--- config.mk ---
export PLATFORM = sky130hd
export DESIGN_NAME = bmp_pixel_stream_to_rgb555_unit_flat
export DESIGN_NICKNAME = d
export VERILOG_FILES = /design/src/sv/bmp_rgb_pkg.sv /design/src/sv/bmp_rgb_req_if.sv /design/src/sv/bmp_rgb_rsp_if.sv /design/src/sv/bmp_rgb_cfg.sv /design/src/sv/bmp_pixel_stream_to_rgb555_unit.sv /design/src/flat_wrapper.sv
export SDC_FILE = /design/constraint.sdc
export NUM_CORES = 1
export LEC_CHECK = 0
export BUFFER_PORTS_ARGS = -buffer_cell sky130_fd_sc_hd__buf_2
export CORE_MARGIN = 3
export CORE_UTILIZATION = 56
export CTS_CLUSTER_SIZE = 10
export DETAILED_ROUTE_END_ITERATION = 12
export PLACE_DENSITY = 0.78
export SETUP_SLACK_MARGIN = 0.1
export SLEW_MARGIN = 20
export SYNTH_ARGS = -nofsm -noshare
export SYNTH_HDL_FRONTEND = slang
export SYNTH_SLANG_ARGS = --single-unit
export TNS_END_PERCENT = 50
--- constraint.sdc ---
create_clock -name clock -period 5.7 [get_ports clock]
set_input_delay 1.14 -clock clock [delete_from_list [all_inputs] [get_ports clock]]
set_output_delay 1.14 -clock clock [all_outputs]
set_load 0.005 [all_outputs]
--- src/sv/bmp_rgb_pkg.sv ---
package bmp_rgb_pkg;

   localparam int DEF_MAX_WIDTH  = 4096;
   localparam int DEF_MAX_HEIGHT = 4096;

   localparam int BYTE_W     = 8;
   localparam int POS_W      = 12;
   localparam int CH_W       = 5;
   localparam int GEOM_W     = 13;
   localparam int MASK_W     = 32;
   localparam int PIX_W      = 16;
   localparam int BITS_W     = 6;
   localparam int SIZE_W     = 16;
   localparam int CSR_IDX_W  = 3;
   localparam int CSR_DATA_W = 32;

   // Register indexes
   localparam logic [CSR_IDX_W-1:0] REG_PIXEL_FORMAT = 3'd0;
   localparam logic [CSR_IDX_W-1:0] REG_IMAGE_WIDTH  = 3'd1;
   localparam logic [CSR_IDX_W-1:0] REG_IMAGE_HEIGHT = 3'd2;
   localparam logic [CSR_IDX_W-1:0] REG_RED_MASK     = 3'd3;
   localparam logic [CSR_IDX_W-1:0] REG_GREEN_MASK   = 3'd4;
   localparam logic [CSR_IDX_W-1:0] REG_BLUE_MASK    = 3'd5;

   // Pixel formats
   localparam logic FMT_BGR24  = 1'b0;
   localparam logic FMT_MASK16 = 1'b1;

   localparam logic [MASK_W-1:0] RED_MASK_RESET   = 32'h0000_7c00;
   localparam logic [MASK_W-1:0] GREEN_MASK_RESET = 32'h0000_03e0;
   localparam logic [MASK_W-1:0] BLUE_MASK_RESET  = 32'h0000_001f;
   localparam logic [BITS_W-1:0] MASK_BITS_RESET  = 6'd5;

   typedef struct packed {
      logic              pixel_format;
      logic [MASK_W-1:0] red_mask;
      logic [MASK_W-1:0] green_mask;
      logic [MASK_W-1:0] blue_mask;
      logic [BITS_W-1:0] red_bits;
      logic [BITS_W-1:0] green_bits;
      logic [BITS_W-1:0] blue_bits;
   } cfg_type;

   function automatic logic [BITS_W-1:0] popcount32(input logic [MASK_W-1:0] v);
      logic [1:0] l1 [16];
      logic [2:0] l2 [8];
      logic [3:0] l3 [4];
      logic [4:0] l4 [2];
      for (int i = 0; i < 16; i++) l1[i] = 2'(v[2*i]) + 2'(v[2*i+1]);
      for (int i = 0; i < 8; i++)  l2[i] = 3'(l1[2*i]) + 3'(l1[2*i+1]);
      for (int i = 0; i < 4; i++)  l3[i] = 4'(l2[2*i]) + 4'(l2[2*i+1]);
      for (int i = 0; i < 2; i++)  l4[i] = 5'(l3[2*i]) + 5'(l3[2*i+1]);
      return 6'(l4[0]) + 6'(l4[1]);
   endfunction

   // Scale a component to five bits given the set-bit count of its mask.
   function automatic logic [CH_W-1:0] to_five(input logic [PIX_W-1:0] comp,
                                               input logic [BITS_W-1:0] bits);
      logic [BITS_W-1:0] sh_dn;
      logic [2:0]        sh_up;
      logic [PIX_W-1:0]  t;
      sh_dn = '0;
      sh_up = '0;
      if (bits > 6'd5) begin
         sh_dn = bits - 6'd5;
         t     = comp >> sh_dn;
      end else begin
         sh_up = 3'(6'd5 - bits);
         t     = comp << sh_up;
      end
      return t[CH_W-1:0];
   endfunction

   // Size minus one, with zero taken as one and saturation at the bound.
   function automatic logic [SIZE_W-1:0] eff_size_m1(input logic [GEOM_W-1:0] v,
                                                     input logic [SIZE_W-1:0] max_size);
      logic [SIZE_W-1:0] v16;
      v16 = SIZE_W'(v);
      if (v16 == '0) return '0;
      if (v16 > max_size) return max_size - 16'd1;
      return v16 - 16'd1;
   endfunction

endpackage

--- src/sv/bmp_rgb_req_if.sv ---
interface bmp_rgb_req_if;
   import bmp_rgb_pkg::*;

   logic              valid;
   logic              ready;
   logic [BYTE_W-1:0] data_byte;

   modport source (output valid, output data_byte, input ready);
   modport sink   (input valid, input data_byte, output ready);
endinterface

--- src/sv/bmp_rgb_rsp_if.sv ---
interface bmp_rgb_rsp_if;
   import bmp_rgb_pkg::*;

   logic             valid;
   logic             ready;
   logic [POS_W-1:0] pos_x;
   logic [POS_W-1:0] pos_y;
   logic [CH_W-1:0]  red;
   logic [CH_W-1:0]  green;
   logic [CH_W-1:0]  blue;
   logic             last_pixel;

   modport source (output valid, output pos_x, output pos_y, output red, output green,
                   output blue, output last_pixel, input ready);
   modport sink   (input valid, input pos_x, input pos_y, input red, input green,
                   input blue, input last_pixel, output ready);
endinterface

--- src/sv/bmp_rgb_cfg.sv ---
module bmp_rgb_cfg #(
   parameter int MAX_WIDTH  = bmp_rgb_pkg::DEF_MAX_WIDTH,
   parameter int MAX_HEIGHT = bmp_rgb_pkg::DEF_MAX_HEIGHT,
   localparam int CW = (MAX_WIDTH > 1) ? $clog2(MAX_WIDTH) : 1,
   localparam int RW = (MAX_HEIGHT > 1) ? $clog2(MAX_HEIGHT) : 1
) (
   input  logic                                clock,
   input  logic                                reset,
   input  logic                                csr_we,
   input  logic [bmp_rgb_pkg::CSR_IDX_W-1:0]   csr_index,
   input  logic [bmp_rgb_pkg::CSR_DATA_W-1:0]  csr_wdata,
   output bmp_rgb_pkg::cfg_type                cfg,
   output logic [CW-1:0]                       width_m1,
   output logic [RW-1:0]                       height_m1,
   output logic                                restart
);
   import bmp_rgb_pkg::*;

   cfg_type       cfg_ff;
   logic [CW-1:0] width_m1_ff;
   logic [RW-1:0] height_m1_ff;
   logic          restart_ff;

   always_ff @(posedge clock) begin
      if (reset) begin
         cfg_ff.pixel_format <= FMT_BGR24;
         cfg_ff.red_mask     <= RED_MASK_RESET;
         cfg_ff.green_mask   <= GREEN_MASK_RESET;
         cfg_ff.blue_mask    <= BLUE_MASK_RESET;
         cfg_ff.red_bits     <= MASK_BITS_RESET;
         cfg_ff.green_bits   <= MASK_BITS_RESET;
         cfg_ff.blue_bits    <= MASK_BITS_RESET;
         width_m1_ff         <= '0;
         height_m1_ff        <= '0;
         restart_ff          <= 1'b0;
      end else begin
         restart_ff <= 1'b0;
         if (csr_we) begin
            case (csr_index)
               REG_PIXEL_FORMAT: begin
                  cfg_ff.pixel_format <= csr_wdata[0];
                  restart_ff          <= 1'b1;
               end
               REG_IMAGE_WIDTH: begin
                  width_m1_ff <= CW'(eff_size_m1(csr_wdata[GEOM_W-1:0],
                                                 SIZE_W'(MAX_WIDTH)));
                  restart_ff  <= 1'b1;
               end
               REG_IMAGE_HEIGHT: begin
                  height_m1_ff <= RW'(eff_size_m1(csr_wdata[GEOM_W-1:0],
                                                  SIZE_W'(MAX_HEIGHT)));
                  restart_ff   <= 1'b1;
               end
               REG_RED_MASK: begin
                  cfg_ff.red_mask <= csr_wdata;
                  cfg_ff.red_bits <= popcount32(csr_wdata);
               end
               REG_GREEN_MASK: begin
                  cfg_ff.green_mask <= csr_wdata;
                  cfg_ff.green_bits <= popcount32(csr_wdata);
               end
               REG_BLUE_MASK: begin
                  cfg_ff.blue_mask <= csr_wdata;
                  cfg_ff.blue_bits <= popcount32(csr_wdata);
               end
               default: ;
            endcase
         end
      end
   end

   assign cfg       = cfg_ff;
   assign width_m1  = width_m1_ff;
   assign height_m1 = height_m1_ff;
   assign restart   = restart_ff;

endmodule

--- src/sv/bmp_pixel_stream_to_rgb555_unit.sv ---
// Decodes the pixel-data area of a bottom-up BMP, one byte per transfer, into
// one five-bit-per-channel pixel per 24-bit triple or 16-bit halfword, with
// column, row (counting down from height minus one) and a last-pixel flag; row
// padding bytes are consumed silently. A byte can be taken every cycle unless a
// stalled result holds the input register; a pixel's final byte lands in the
// input register at its transfer, and the decode logic then loads the result
// register from it once the result register is free. Writing the format, width or
// height restarts the image; mask writes take effect at once. Mask bit counts
// are computed when a mask is written.
module bmp_pixel_stream_to_rgb555_unit #(
   parameter int MAX_WIDTH  = bmp_rgb_pkg::DEF_MAX_WIDTH,
   parameter int MAX_HEIGHT = bmp_rgb_pkg::DEF_MAX_HEIGHT
) (
   input  logic                                clock,
   input  logic                                reset,
   input  logic                                csr_we,
   input  logic [bmp_rgb_pkg::CSR_IDX_W-1:0]   csr_index,
   input  logic [bmp_rgb_pkg::CSR_DATA_W-1:0]  csr_wdata,
   bmp_rgb_req_if.sink                         req_chan,
   bmp_rgb_rsp_if.source                       rsp_chan
);
   import bmp_rgb_pkg::*;

   localparam int CW = (MAX_WIDTH > 1) ? $clog2(MAX_WIDTH) : 1;
   localparam int RW = (MAX_HEIGHT > 1) ? $clog2(MAX_HEIGHT) : 1;

   cfg_type       cfg;
   logic [CW-1:0] width_m1;
   logic [RW-1:0] height_m1;
   logic          restart;

   bmp_rgb_cfg #(
      .MAX_WIDTH (MAX_WIDTH),
      .MAX_HEIGHT(MAX_HEIGHT)
   ) u_cfg (
      .clock    (clock),
      .reset    (reset),
      .csr_we   (csr_we),
      .csr_index(csr_index),
      .csr_wdata(csr_wdata),
      .cfg      (cfg),
      .width_m1 (width_m1),
      .height_m1(height_m1),
      .restart  (restart)
   );

   // Input register
   logic              s1_valid_ff, s1_valid_in;
   logic [BYTE_W-1:0] s1_byte_ff;

   // Decode state
   logic [1:0]        phase_ff, phase_in;
   logic [BYTE_W-1:0] held_lo_ff, held_lo_in;
   logic [BYTE_W-1:0] held_hi_ff, held_hi_in;
   logic [CW-1:0]     column_ff, column_in;
   logic [RW-1:0]     row_ff, row_in;
   logic [1:0]        pad_ff, pad_in;

   // Result register
   logic             out_valid_ff, out_valid_in;
   logic [POS_W-1:0] out_x_ff, out_y_ff;
   logic [CH_W-1:0]  out_r_ff, out_g_ff, out_b_ff;
   logic             out_last_ff;

   logic             fmt16, pad_busy, emit, out_free, advance, req_xfer;
   logic             col_last, is_last;
   logic [1:0]       wl, pad_next;
   logic [PIX_W-1:0] px;
   logic [6:0]       red_shift;
   logic [CH_W-1:0]  r5, g5, b5;

   assign fmt16    = (cfg.pixel_format == FMT_MASK16);
   assign pad_busy = (pad_ff != 2'd0);
   assign emit     = s1_valid_ff && !pad_busy &&
                     (fmt16 ? (phase_ff != 2'd0) : (phase_ff >= 2'd2));
   assign out_free = !out_valid_ff || rsp_chan.ready;
   assign advance  = s1_valid_ff && (!emit || out_free);
   assign req_chan.ready = !s1_valid_ff || advance;
   assign req_xfer = req_chan.valid && req_chan.ready;

   // Row byte count mod 4 decides padding: 3w pads by w, 2w by 2*w[0].
   assign wl       = 2'(width_m1) + 2'd1;
   assign pad_next = fmt16 ? {wl[0], 1'b0} : wl;
   assign col_last = (column_ff == width_m1);
   assign is_last  = (row_ff == '0) && col_last;

   assign px        = {s1_byte_ff, held_lo_ff};
   assign red_shift = 7'(cfg.blue_bits) + 7'(cfg.green_bits);

   always_comb begin
      if (fmt16) begin
         b5 = to_five(px & cfg.blue_mask[PIX_W-1:0], cfg.blue_bits);
         g5 = to_five((px & cfg.green_mask[PIX_W-1:0]) >> cfg.blue_bits, cfg.green_bits);
         r5 = to_five((px & cfg.red_mask[PIX_W-1:0]) >> red_shift, cfg.red_bits);
      end else begin
         b5 = held_lo_ff[BYTE_W-1:BYTE_W-CH_W];
         g5 = held_hi_ff[BYTE_W-1:BYTE_W-CH_W];
         r5 = s1_byte_ff[BYTE_W-1:BYTE_W-CH_W];
      end
   end

   always_comb begin
      s1_valid_in = s1_valid_ff;
      if (req_xfer) begin
         s1_valid_in = 1'b1;
      end else if (advance) begin
         s1_valid_in = 1'b0;
      end
   end

   always_comb begin
      phase_in   = phase_ff;
      held_lo_in = held_lo_ff;
      held_hi_in = held_hi_ff;
      column_in  = column_ff;
      row_in     = row_ff;
      pad_in     = pad_ff;
      if (restart) begin
         phase_in  = 2'd0;
         column_in = '0;
         row_in    = height_m1;
         pad_in    = 2'd0;
      end else if (advance) begin
         if (pad_busy) begin
            // drop a padding byte
            pad_in = pad_ff - 2'd1;
         end else if (!emit) begin
            if (fmt16 || phase_ff == 2'd0) begin
               held_lo_in = s1_byte_ff;
            end else begin
               held_hi_in = s1_byte_ff;
            end
            phase_in = phase_ff + 2'd1;
         end else begin
            phase_in = 2'd0;
            if (col_last) begin
               column_in = '0;
               pad_in    = pad_next;
               row_in    = (row_ff == '0) ? height_m1 : row_ff - RW'(1);
            end else begin
               column_in = column_ff + CW'(1);
            end
         end
      end
   end

   assign out_valid_in = out_free ? emit : out_valid_ff;

   always_ff @(posedge clock) begin
      if (reset) begin
         s1_valid_ff  <= 1'b0;
         phase_ff     <= 2'd0;
         column_ff    <= '0;
         row_ff       <= '0;
         pad_ff       <= 2'd0;
         out_valid_ff <= 1'b0;
      end else begin
         s1_valid_ff  <= s1_valid_in;
         phase_ff     <= phase_in;
         column_ff    <= column_in;
         row_ff       <= row_in;
         pad_ff       <= pad_in;
         out_valid_ff <= out_valid_in;
      end
   end

   always_ff @(posedge clock) begin
      held_lo_ff <= held_lo_in;
      held_hi_ff <= held_hi_in;
      if (req_xfer) begin
         s1_byte_ff <= req_chan.data_byte;
      end
      if (emit && out_free) begin
         out_x_ff    <= POS_W'(column_ff);
         out_y_ff    <= POS_W'(row_ff);
         out_r_ff    <= r5;
         out_g_ff    <= g5;
         out_b_ff    <= b5;
         out_last_ff <= is_last;
      end
   end

   assign rsp_chan.valid      = out_valid_ff;
   assign rsp_chan.pos_x      = out_x_ff;
   assign rsp_chan.pos_y      = out_y_ff;
   assign rsp_chan.red        = out_r_ff;
   assign rsp_chan.green      = out_g_ff;
   assign rsp_chan.blue       = out_b_ff;
   assign rsp_chan.last_pixel = out_last_ff;

endmodule

--- src/flat_wrapper.sv ---
// flat-port wrapper written by rule: the top's interface ports become plain ports
module bmp_pixel_stream_to_rgb555_unit_flat import bmp_rgb_pkg::*;
#(
   parameter int MAX_WIDTH  = bmp_rgb_pkg::DEF_MAX_WIDTH,
   parameter int MAX_HEIGHT = bmp_rgb_pkg::DEF_MAX_HEIGHT
)
  (clock, reset, csr_we, csr_index, csr_wdata, req_chan_valid, req_chan_data_byte, req_chan_ready, rsp_chan_valid, rsp_chan_pos_x, rsp_chan_pos_y, rsp_chan_red, rsp_chan_green, rsp_chan_blue, rsp_chan_last_pixel, rsp_chan_ready);
  bmp_rgb_req_if req_chan_i ();
  bmp_rgb_rsp_if rsp_chan_i ();
  input  logic clock;
  input  logic reset;
  input  logic csr_we;
  input  logic [bmp_rgb_pkg::CSR_IDX_W-1:0] csr_index;
  input  logic [bmp_rgb_pkg::CSR_DATA_W-1:0] csr_wdata;
  input wire logic [$bits(req_chan_i.valid)-1:0] req_chan_valid;
  input wire logic [$bits(req_chan_i.data_byte)-1:0] req_chan_data_byte;
  output wire logic [$bits(req_chan_i.ready)-1:0] req_chan_ready;
  output wire logic [$bits(rsp_chan_i.valid)-1:0] rsp_chan_valid;
  output wire logic [$bits(rsp_chan_i.pos_x)-1:0] rsp_chan_pos_x;
  output wire logic [$bits(rsp_chan_i.pos_y)-1:0] rsp_chan_pos_y;
  output wire logic [$bits(rsp_chan_i.red)-1:0] rsp_chan_red;
  output wire logic [$bits(rsp_chan_i.green)-1:0] rsp_chan_green;
  output wire logic [$bits(rsp_chan_i.blue)-1:0] rsp_chan_blue;
  output wire logic [$bits(rsp_chan_i.last_pixel)-1:0] rsp_chan_last_pixel;
  input wire logic [$bits(rsp_chan_i.ready)-1:0] rsp_chan_ready;
  assign req_chan_i.valid = req_chan_valid;
  assign req_chan_i.data_byte = req_chan_data_byte;
  assign req_chan_ready = req_chan_i.ready;
  assign rsp_chan_valid = rsp_chan_i.valid;
  assign rsp_chan_pos_x = rsp_chan_i.pos_x;
  assign rsp_chan_pos_y = rsp_chan_i.pos_y;
  assign rsp_chan_red = rsp_chan_i.red;
  assign rsp_chan_green = rsp_chan_i.green;
  assign rsp_chan_blue = rsp_chan_i.blue;
  assign rsp_chan_last_pixel = rsp_chan_i.last_pixel;
  assign rsp_chan_i.ready = rsp_chan_ready;
  bmp_pixel_stream_to_rgb555_unit #(.MAX_WIDTH(MAX_WIDTH), .MAX_HEIGHT(MAX_HEIGHT)) u_core (.clock(clock), .reset(reset), .csr_we(csr_we), .csr_index(csr_index), .csr_wdata(csr_wdata), .req_chan(req_chan_i), .rsp_chan(rsp_chan_i));
endmodule
### Word-level counts from Yosys, hierarchy flattened

Index checks and enable logic that the tools add are counted.

* shift operators: 8
* order comparisons: 5
* equal/unequal tests: 7
* bitwise logic cells: 8
* multipliers: 0
* add/sub/neg operators: 44
* divide/modulo/power cells: 0
* mux-type cells: 44
* reduce and logical (&&, ||, !) cells: 41

Operators by type and width (count)
* 12-bit 2-to-1 mux: 13
* 16-bit bitwise AND: 3
* 16-bit by 3-bit << shifter with 5-bit output: 3
* 16-bit by 6-bit right shift with 5-bit output: 3
* 1-bit by 1-bit adder with 2-bit output: 16
* 5-bit 2-to-1 mux: 6
* 2-bit by 2-bit adder with 3-bit output: 8
* 12-bit by 1-bit subtractor with 12-bit output (second input constant): 2
* 1-bit 2-to-1 mux: 20
* 6-bit by 3-bit greater-than comparator with 1-bit output (second input constant): 3
* 6-bit by 3-bit subtractor with 6-bit output (second input constant): 3
* 3-bit by 3-bit adder with 4-bit output: 4
* 2-bit nonzero test: 8
* 16-bit by 6-bit right shift with 16-bit output: 1
* 16-bit by 7-bit right shift with 16-bit output: 1
* 2-bit AND reduction: 7
* 13-bit greater-than comparator (second input constant): 1
* 13-bit logical NOT: 1
* 12-bit by 1-bit adder with 12-bit output (second input constant): 1
* 12-bit == test: 1
* 12-bit logical NOT: 1
* 4-bit by 4-bit adder with 5-bit output: 2
* 2-bit 2-to-1 mux: 5
* 5-bit AND reduction: 2
* 20 further kinds: 42

* memories kept: 0
* RAM bits: 0
* register bits after elaboration: 186
* latch bits: 0
* memory bits (read-only): 0

### Longest topological paths before layout

Gate-level depths: netlist of run 1.

* depth after elaboration: 11
* depth in mapped cells: 19
* gate-level depth less buffers: 19

### Cells and area by module

A second synthesis of run 1 with hierarchy kept.

* cells, all modules: 1700
* area, all modules: 14460.1 um^2

By module, submodules not included
* bmp_pixel_stream_to_rgb555_unit: instances 1, cells an instance 957, area each 8200.4 um^2, seq. area each 2432.3 um^2
* bmp_rgb_cfg: instances 1, cells an instance 743, area each 6259.8 um^2, seq. area each 2802.7 um^2

### Worst setup path after synthesis of run 1

Ideal clock, no wire load.

* path kind: input-to-reg
* start: input csr_wdata[0] (netlist bit)
* end: register u_core.u_cfg.cfg_ff, in the netlist u_core.u_cfg.cfg[4]
* arrival time: 5760 ps
* stages: 17
* data required time: 5630 ps
* slack: -130 ps
* path buffers: 1
* cell sequence: clkbuf_1 inv_1 fa_1 fa_1 fa_1 inv_1 fa_1 fa_1 inv_1 fa_1 inv_1 fa_1 a21o_1 a21oi_1 xnor2_1 nand2_1 a21oi_1

* cells in the longest elaborated chain, start to end: 5

RTL lines
* start: declaration: line flat_wrapper.sv:14 `input logic [bmp_rgb_pkg::CSR_DATA_W-1:0] csr_wdata;`
* 1-bit by 1-bit adder with 2-bit output: line bmp_rgb_pkg.sv:49 `for (int i = 0; i < 16; i++) l1[i] = 2'(v[2*i]) + 2'(v[2*i+1]);`
* 2-bit by 2-bit adder with 3-bit output: line bmp_rgb_pkg.sv:50 `for (int i = 0; i < 8; i++) l2[i] = 3'(l1[2*i]) + 3'(l1[2*i+1]);`
* 3-bit by 3-bit adder with 4-bit output: line bmp_rgb_pkg.sv:51 `for (int i = 0; i < 4; i++) l3[i] = 4'(l2[2*i]) + 4'(l2[2*i+1]);`
* 4-bit by 4-bit adder with 5-bit output: line bmp_rgb_pkg.sv:52 `for (int i = 0; i < 2; i++) l4[i] = 5'(l3[2*i]) + 5'(l3[2*i+1]);`
* 5-bit by 5-bit adder with 6-bit output: line bmp_rgb_pkg.sv:53 `return 6'(l4[0]) + 6'(l4[1]);`
* end: declaration: line bmp_rgb_cfg.sv:19 `cfg_type cfg_ff;`

Every way passes these cells.
A chain may end at the register's enable or synchronous reset.

### Final worst setup path of run 1

* start: input csr_wdata[0] (netlist bit)
* end: register u_core.u_cfg.cfg_ff, in the netlist u_core.u_cfg.cfg[17]

The elaborated chain is that of the path after synthesis.

==> impl_metrics.py, run 1 <==
metrics = {
    "critical_path": {
        "reg2reg_from": "u_core.u_cfg.cfg[1]$_SDFFE_PP0P_",
        "crit_fanout": 3,
        "critical-path-top-delay-family": "adder cells",
        "slowest_delay_ns": 0.55,
        "rrSetupSlack_ns": 1.60,
        "path_buf_inv": 5,
        "crit_slowest_cell": "fa_1",
        "crit_type": "input pin to flop",
        "timing.rr.end": "u_core.rsp_chan.red[0]$_DFFE_PP_",
        "reg2reg_depth": 11,
        "endpoint_kind": "flop",
        "cp.required_ns": 5.98,
        "critPathMostFrequentCell": "fa_1",
        "crit_arrival_ns": 5.61,
        "cp_cell_sequence": "buf_2 -> inv_2 -> fa_1 -> fa_2 -> fa_1 -> inv_1 -> fa_1 -> fa_1 -> inv_1 -> fa_1 -> inv_1 -> ha_1 -> a21o_1 -> a21oi_1 -> nor2b_1 -> o21a_1 -> nand2_1 -> a21oi_1",
        "crit_path_start_kind": "input pin",
    },
    "clock_network": {
        "tritoncts": "built",
        "clock-sinks": 183,
        "cts_hold_buf": 0,
        "cts_resized": 0,
        "clk_latency_ns": 0.44,
        "clockBufferDepth": 2,
        "htree_levels": 4,
        "root_buffer": "clkbuf_16",
        "post_cts_buffers": 0,
        "path_clk_slew_ns": 0.07,
        "numCtsBuffers": 17,
    },
    "global_routing": {
        "grt.total_usage_pct": 29.7,
        "grt_max_degree": 92,
        "gr-total-overflow": 0,
        "grt_pass1_wl_um": 57600,
        "grt_antenna_before_repair": 0,
        "first_global_vias": 10900,
    },
    "placement": {
        "pre_cts_slack_ns": -0.0724,
        "post-dp-hpwl_um": 26000,
        "io_buffers": 89,
        "gp_congestion": 0.970,
        "postPlaceCellArea_um2": 13200,
    },
    "synthesis": {
        "synth_area_leaders": "dfxtp_1, edfxtp_1, nand2_1, a21oi_1, fa_1",
        "syn_area_um2": 12500,
        "yosysWarningCount": 0,
        "netlist_instances": 1478,
        "synth_largest_area_cell": "dfxtp_1",
        "synth_edf_count": 61,
        "synth.avg_cell_area_um2": 8.48,
        "ys_dominant_reg_cell": "dfxtp_1",
        "synth_nets": 1582,
        "async_reset_ff_share_pct": 0,
        "yosys.cell_types.count": 80,
        "synth_top_area_share_pct": 19.5,
        "ys_seq_area_share_pct": 34.1,
        "ys_ff_latch": 183,
    },
    "finish": {
        "fin_nets": 1632,
        "final_common_cell": "nand2_1",
        "diodes": 0,
        "final_core_utilization_pct": 63.3,
        "mostFrequentLayoutCells": "nand2_1, nor2_1, dfxtp_1",
        "area.growth.synth_to_final_pct": 10.6,
        "design_area_um2": 13900,
        "drive_gt1_share_pct": 14.0,
    },
    "timing": {
        "setup_violations": 0,
        "slew_violations": 0,
        "worstMarginPinSlew_ns": 1.08,
        "timing.final.ws_setup_ns": 0.374,
        "hold_slack_ns": 0.458,
        "layout_min_cycle_time_ns": 5.33,
        "finalHoldViolations": 0,
        "fin_crit_sh_pct": 93.4,
        "clock.fmax_mhz": 188,
        "maxSlewHeadroom_pct": 27.9,
        "fin_skew_ns": 0.0118,
        "rsz0062_at_grt": "false",
    },
    "outcome": {
        "status": "finished clean",
    },
    "floorplan": {
        "core-area_um2": 21900,
        "ios": 90,
        "start_util_pct": 57.3,
        "num_rows": 54,
        "die_w_um": 156,
        "die_area_um2": 24200,
        "dieHeight_um": 156,
    },
    "pwr": {
        "powerDensity_nw_per_um2": 383,
        "leakage_uw": 0.00526,
        "peakVddDrop_v": 0.000430,
    },
    "detailed_routing": {
        "wl_per_cell_um": 20.0,
        "firstDrtPassIters": 6,
        "drtIter0Drc": 1501,
        "vias_per_cell": 6.48,
        "drc_errors": 0,
        "wl_um": 36500,
        "num_vias": 11800,
        "ant_nets": 0,
    },
    "min_path": {
        "hold-path-endpoint": "u_core.u_cfg.cfg[50]$_SDFFE_PP0P_",
        "holdPathStages": 2,
        "min_from": "u_core.u_cfg.cfg[50]$_SDFFE_PP0P_",
        "min_path_type": "flop to flop",
    },
    "job": {
        "cap_violations": 0,
    },
}
## cell usage after synthesis, types with 15 or more instances
cell      number
xnor2_1       25
inv_1         73
edfxtp_1      61
ha_1          31
nor2_1       123
mux4_2        22
fa_1          25
xor2_1        27
dfxtp_1      122
nand2_1      232
nor4_1        17
a21oi_1      113
clkbuf_1      77
nand3b_1      15
nor3_1        39
o211ai_1      17
o21ai_0       77
mux2i_1       28
a22oi_1       18
a211o_1       21
nand3_1       52
a211oi_1      17
## logic make-up (layout without fill, tap and decap cells)
logic type	Yosys count	count (layout)	synth area share, %
flops	183	183	34.1
compound gates	367	367	19.0
buf+inv	170	233	5.29
simple gates	577	577	21.6
mux	71	71	9.00
xor+xnor	54	54	3.89
fa+ha+maj	56	56	7.09
## cell type report
type	count	area (µm²)
Clock buffer	17	425
Clock inverter	15	193
Fill cell	1896	8030
Inverter	75	282
Multi-Input combinational cell	1125	7610
Sequential cell	183	4280
Tap cell	280	350
Timing Repair Buffer	126	723
## metrics by stage
| stage | setup TNS [ns] | instances | power, µW |
|---|---|---|---|
| after floorplan | 0 | 1478 | 3450 |
| after global placement | -0.00908 | 1789 | 3950 |
| after detailed placement | -0.378 | 1789 | 4020 |
| after CTS | 0 | 1821 | 5230 |
| after global routing | 0 | 1821 | 5640 |
| final | 0 | 1821 | 5300 |
## report_power, final
| part | switching, µW | internal (µW) | total [µW] |
|---|---|---|---|
| clock network | 612 | 604 | 1220 |
| logic | 1550 | 1030 | 2580 |
| registers | 107 | 1400 | 1510 |
## worst register-to-register path: cells and delay by family, from the launching register on
family / cells / cell delay [ns]
flip-flops: 1 / 0.32
AND/OR/NAND/NOR: 1 / 0.24
adder cells (fa/ha/maj): 1 / 0.56
buffers and inverters: 2 / 0.46
multiplexers: 4 / 1.62
XOR/XNOR: 1 / 0.52
AO/OA/AOI/OAI: 2 / 0.18
## routing by layer
| layer | share of wire (%) | routed length (µm) | up-vias | global-route usage [%] |
|---|---|---|---|---|
| met5 | 0 | 0 | - | 0 |
| met4 | 3.6 | 1310 | 0 | 10.8 |
| met3 | 12 | 4310 | 98 | 7.68 |
| met2 | 43 | 15800 | 659 | 43.9 |
| met1 | 41 | 15000 | 5563 | 42.4 |
| li1 | - | - | 5474 | - |
## worst max-delay path by stage
stage / to / startpoint / depth (start not counted) / slack [ns]
2_1_floorplan: u_core.u_cfg.cfg[4]$_SDFFE_PP0P_ / csr_wdata[0] / 16 / 0.13
3_3_place_gp: u_core.u_cfg.cfg[17]$_SDFFE_PP0P_ / csr_wdata[0] / 18 / -0.009
3_5_place_dp: u_core.u_cfg.cfg[17]$_SDFFE_PP0P_ / csr_wdata[0] / 18 / -0.07
4_1_cts: u_core.u_cfg.cfg[17]$_SDFFE_PP0P_ / csr_wdata[0] / 18 / 0.38
5_1_grt: u_core.u_cfg.cfg[16]$_SDFFE_PP0P_ / csr_wdata[0] / 17 / 0.17
6_report: u_core.u_cfg.cfg[17]$_SDFFE_PP0P_ / csr_wdata[0] / 18 / 0.37
## registers in the layout, indices dropped and copies added, names as in the netlist
signal,flops
u_core.u_cfg.height_m1,12
u_core.rsp_chan.pos_y,12
u_core.u_cfg.cfg,67
u_core.u_cfg.restart,1
u_core.rsp_chan.blue,5
u_core.rsp_chan.red,5
u_core.u_cfg.width_m1,12
u_core.rsp_chan.last_pixel,1
u_core.pad_ff,2
u_core.rsp_chan.green,5
u_core.column_ff,12
u_core.s1_byte_ff,8
u_core.held_lo_ff,8
u_core.rsp_chan.valid,1
u_core.held_hi_ff,5
u_core.s1_valid_ff,1
u_core.phase_ff,2
u_core.row_ff,12
u_core.rsp_chan.pos_x,12
Note: power is estimated with default switching activity, not from simulation.
==> inputs of run 2 (changes only) <==
--- a/config.mk
+++ b/config.mk
@@ -7,10 +7,9 @@
 export LEC_CHECK = 0
 export BUFFER_PORTS_ARGS = -buffer_cell sky130_fd_sc_hd__buf_2
 export CORE_MARGIN = 3
-export CORE_UTILIZATION = 56
-export CTS_CLUSTER_SIZE = 10
+export CORE_UTILIZATION = 60
 export DETAILED_ROUTE_END_ITERATION = 12
-export PLACE_DENSITY = 0.78
+export PLACE_DENSITY = 0.79
 export SETUP_SLACK_MARGIN = 0.1
 export SLEW_MARGIN = 20
 export SYNTH_ARGS = -nofsm -noshare
==> constraint.sdc (replaced) <==
create_clock -name clock -period 5.9 [get_ports clock]
set_input_delay 1.18 -clock clock [delete_from_list [all_inputs] [get_ports clock]]
set_output_delay 1.18 -clock clock [all_outputs]
set_load 0.005 [all_outputs]
==> run 2 against run 1 <==
  * Sequential share of layout area grew 0.24 points
  * Non-clock buffer count is 5 lower
  * Highest routed layer unchanged
  * Combinational power fell by 4%
  * Critical path type unchanged
  * First-iteration DRC count down 4.9%
  * Total power is 4.8% lower
  * Via count shrank 0.68%
  * Utilization is 4.2 points higher
==> impl_metrics.py, run 2 (same netlist as run 1, synthesis figures left out) <==
metrics = {
    "timing": {
        "setup_tns_ns": 0,
        "fin_skew_ns": 0.00921,
        "maxSlewHeadroom_pct": 26.9,
        "slew_violations": 0,
        "rsz0062_at_grt": "false",
        "finalHoldViolations": 0,
        "clock.fmax_mhz": 182,
        "fin_crit_sh_pct": 93.3,
        "layout_min_cycle_time_ns": 5.50,
        "setup_violations": 0,
        "worstMarginPinSlew_ns": 1.10,
        "timing.final.ws_setup_ns": 0.396,
    },
    "global_routing": {
        "grt_antenna_before_repair": 0,
        "gr-total-overflow": 0,
        "grt_pass1_wl_um": 57600,
        "grt.total_usage_pct": 32.3,
        "grt_max_degree": 95,
        "first_global_vias": 10700,
    },
    "pwr": {
        "internal_power_uw": 2930,
        "swShare_pct": 42.0,
        "peakVddDrop_v": 0.000388,
        "leakage_uw": 0.00520,
        "powerDensity_nw_per_um2": 367,
        "p_sw_uw": 2120,
        "clkPwrFrac_pct": 22.4,
        "combPwrFrac_pct": 48.9,
        "power_frac_seq_pct": 28.8,
    },
    "critical_path": {
        "crit_path_start_kind": "input pin",
        "crit_end": "u_core.u_cfg.cfg[16]$_SDFFE_PP0P_",
        "cp_cell_sequence": "buf_2 -> inv_1 -> fa_1 -> fa_1 -> fa_1 -> inv_1 -> fa_1 -> fa_1 -> inv_1 -> fa_1 -> inv_1 -> fa_1 -> a21o_1 -> a21oi_1 -> xnor2_1 -> nand2_1 -> a21oi_1",
        "rrSetupSlack_ns": 1.65,
        "crit_slowest_cell": "fa_1",
        "critPathMostFrequentCell": "fa_1",
        "timing.rr.end": "u_core.rsp_chan.red[0]$_DFFE_PP_",
        "slowest_delay_ns": 0.54,
        "crit_type": "input pin to flop",
        "endpoint_kind": "flop",
        "crit_arrival_ns": 5.85,
        "reg2reg_from": "u_core.u_cfg.cfg[7]$_SDFFE_PP0P_",
        "reg2reg_depth": 10,
        "crit_fanout": 3,
        "cp-startpoint": "csr_wdata[0]",
        "cp.required_ns": 6.25,
    },
    "clock_network": {
        "root_buffer": "clkbuf_16",
        "cts_resized": 0,
        "cts_hold_buf": 0,
        "tritoncts": "built",
        "clock-sinks": 183,
        "numCtsBuffers": 17,
        "htree_levels": 4,
        "post_cts_buffers": 0,
        "clk_latency_ns": 0.43,
        "clockBufferDepth": 2,
        "path_clk_slew_ns": 0.07,
    },
    "placement": {
        "pre_cts_slack_ns": -0.0469,
        "io_buffers": 89,
        "post-dp-hpwl_um": 26100,
        "gp_congestion": 0.940,
        "postPlaceCellArea_um2": 13200,
        "dp.cells": 1774,
    },
    "finish": {
        "fin_nets": 1627,
        "design_area_um2": 13800,
        "stdcell_count": 1806,
        "largest_reg_flops": 67,
        "diodes": 0,
        "final_core_utilization_pct": 67.5,
        "drive_gt1_share_pct": 13.3,
        "area.growth.synth_to_final_pct": 9.73,
        "final_common_cell": "nand2_1",
        "mostFrequentLayoutCells": "nand2_1, nor2_1, dfxtp_1",
    },
    "floorplan": {
        "die_area_um2": 22700,
        "dieHeight_um": 151,
        "num_rows": 52,
        "core-area_um2": 20400,
        "start_util_pct": 61.6,
        "die_w_um": 151,
        "ios": 90,
    },
    "detailed_routing": {
        "drc_errors": 0,
        "wl_per_cell_um": 20.2,
        "wl_um": 36600,
        "num_vias": 11700,
        "vias_per_cell": 6.49,
        "firstDrtPassIters": 7,
        "ant_nets": 0,
        "drtIter0Drc": 1427,
    },
    "outcome": {
        "status": "finished clean",
    },
    "job": {
        "cap_violations": 0,
    },
    "min_path": {
        "min_path_type": "flop to flop",
        "min_from": "u_core.u_cfg.cfg[32]$_SDFFE_PP0P_",
    },
}
==> run 2: stage by stage <==
| step | power [µW] | hold WS, ns |
|---|---|---|
| CTS | 5000 | 0.459 |
| detailed placement | 3870 | 0.443 |
| finish | 5050 | 0.460 |
| floorplan | 3320 | 0.406 |
| global route | 5340 | 0.469 |
| global placement | 3840 | 0.441 |
==> run 2: how the worst min path moves through the flow <==
stage	slack, ns	cells after the start	endpoint
after floorplan	0.41	0	u_core.rsp_chan.pos_x[2]$_DFFE_PP_
after CTS	0.46	2	u_core.u_cfg.cfg[83]$_SDFFE_PP0P_
after global routing	0.47	2	u_core.u_cfg.cfg[84]$_SDFFE_PP0P_
after global placement	0.44	2	u_core.u_cfg.cfg[85]$_SDFFE_PP0P_
after detailed placement	0.44	0	u_core.rsp_chan.pos_y[6]$_DFFE_PP_
final	0.46	2	u_core.u_cfg.cfg[32]$_SDFFE_PP0P_
==> run 2: layout make-up <==
class | instances | area [µm²]
repair buffers | 121 | 686
inverters | 75 | 282
multi-input cells | 1125 | 7600
clock inverters | 13 | 143
well taps | 270 | 338
clock buffers | 19 | 433
flip-flops and latches | 183 | 4280
fillers | 1723 | 6610
==> run 2: routing by layer <==
metal / global-route usage [%] / share of wire [%] / vias to the layer above
met3: 6.50 / 10 / 70
li1: - / - / 5461
met1: 46.0 / 42 / 5553
met2: 49.7 / 45 / 630
met5: 0 / 0 / -
met4: 9.65 / 2.6 / 0
==> run 2: critical path, delay by kind of cell <==
| kind | cells | cell delay (ns) |
|---|---|---|
| compound gates | 3 | 0.47 |
| xor+xnor | 1 | 0.20 |
| simple gates | 1 | 0.10 |
| buf+inv | 5 | 0.38 |
| fa+ha+maj | 7 | 3.51 |
==> run 2: power by group through the flow <==
stage | Sequential, µW | Clock (µW) | Combinational (µW)
6_report | 1450 | 1130 | 2470
3_3_place_gp | 1470 | 0 | 2370
2_1_floorplan | 1420 | 0 | 1900
4_1_cts | 1450 | 1140 | 2420
5_1_grt | 1460 | 1190 | 2690
3_5_place_dp | 1470 | 0 | 2400
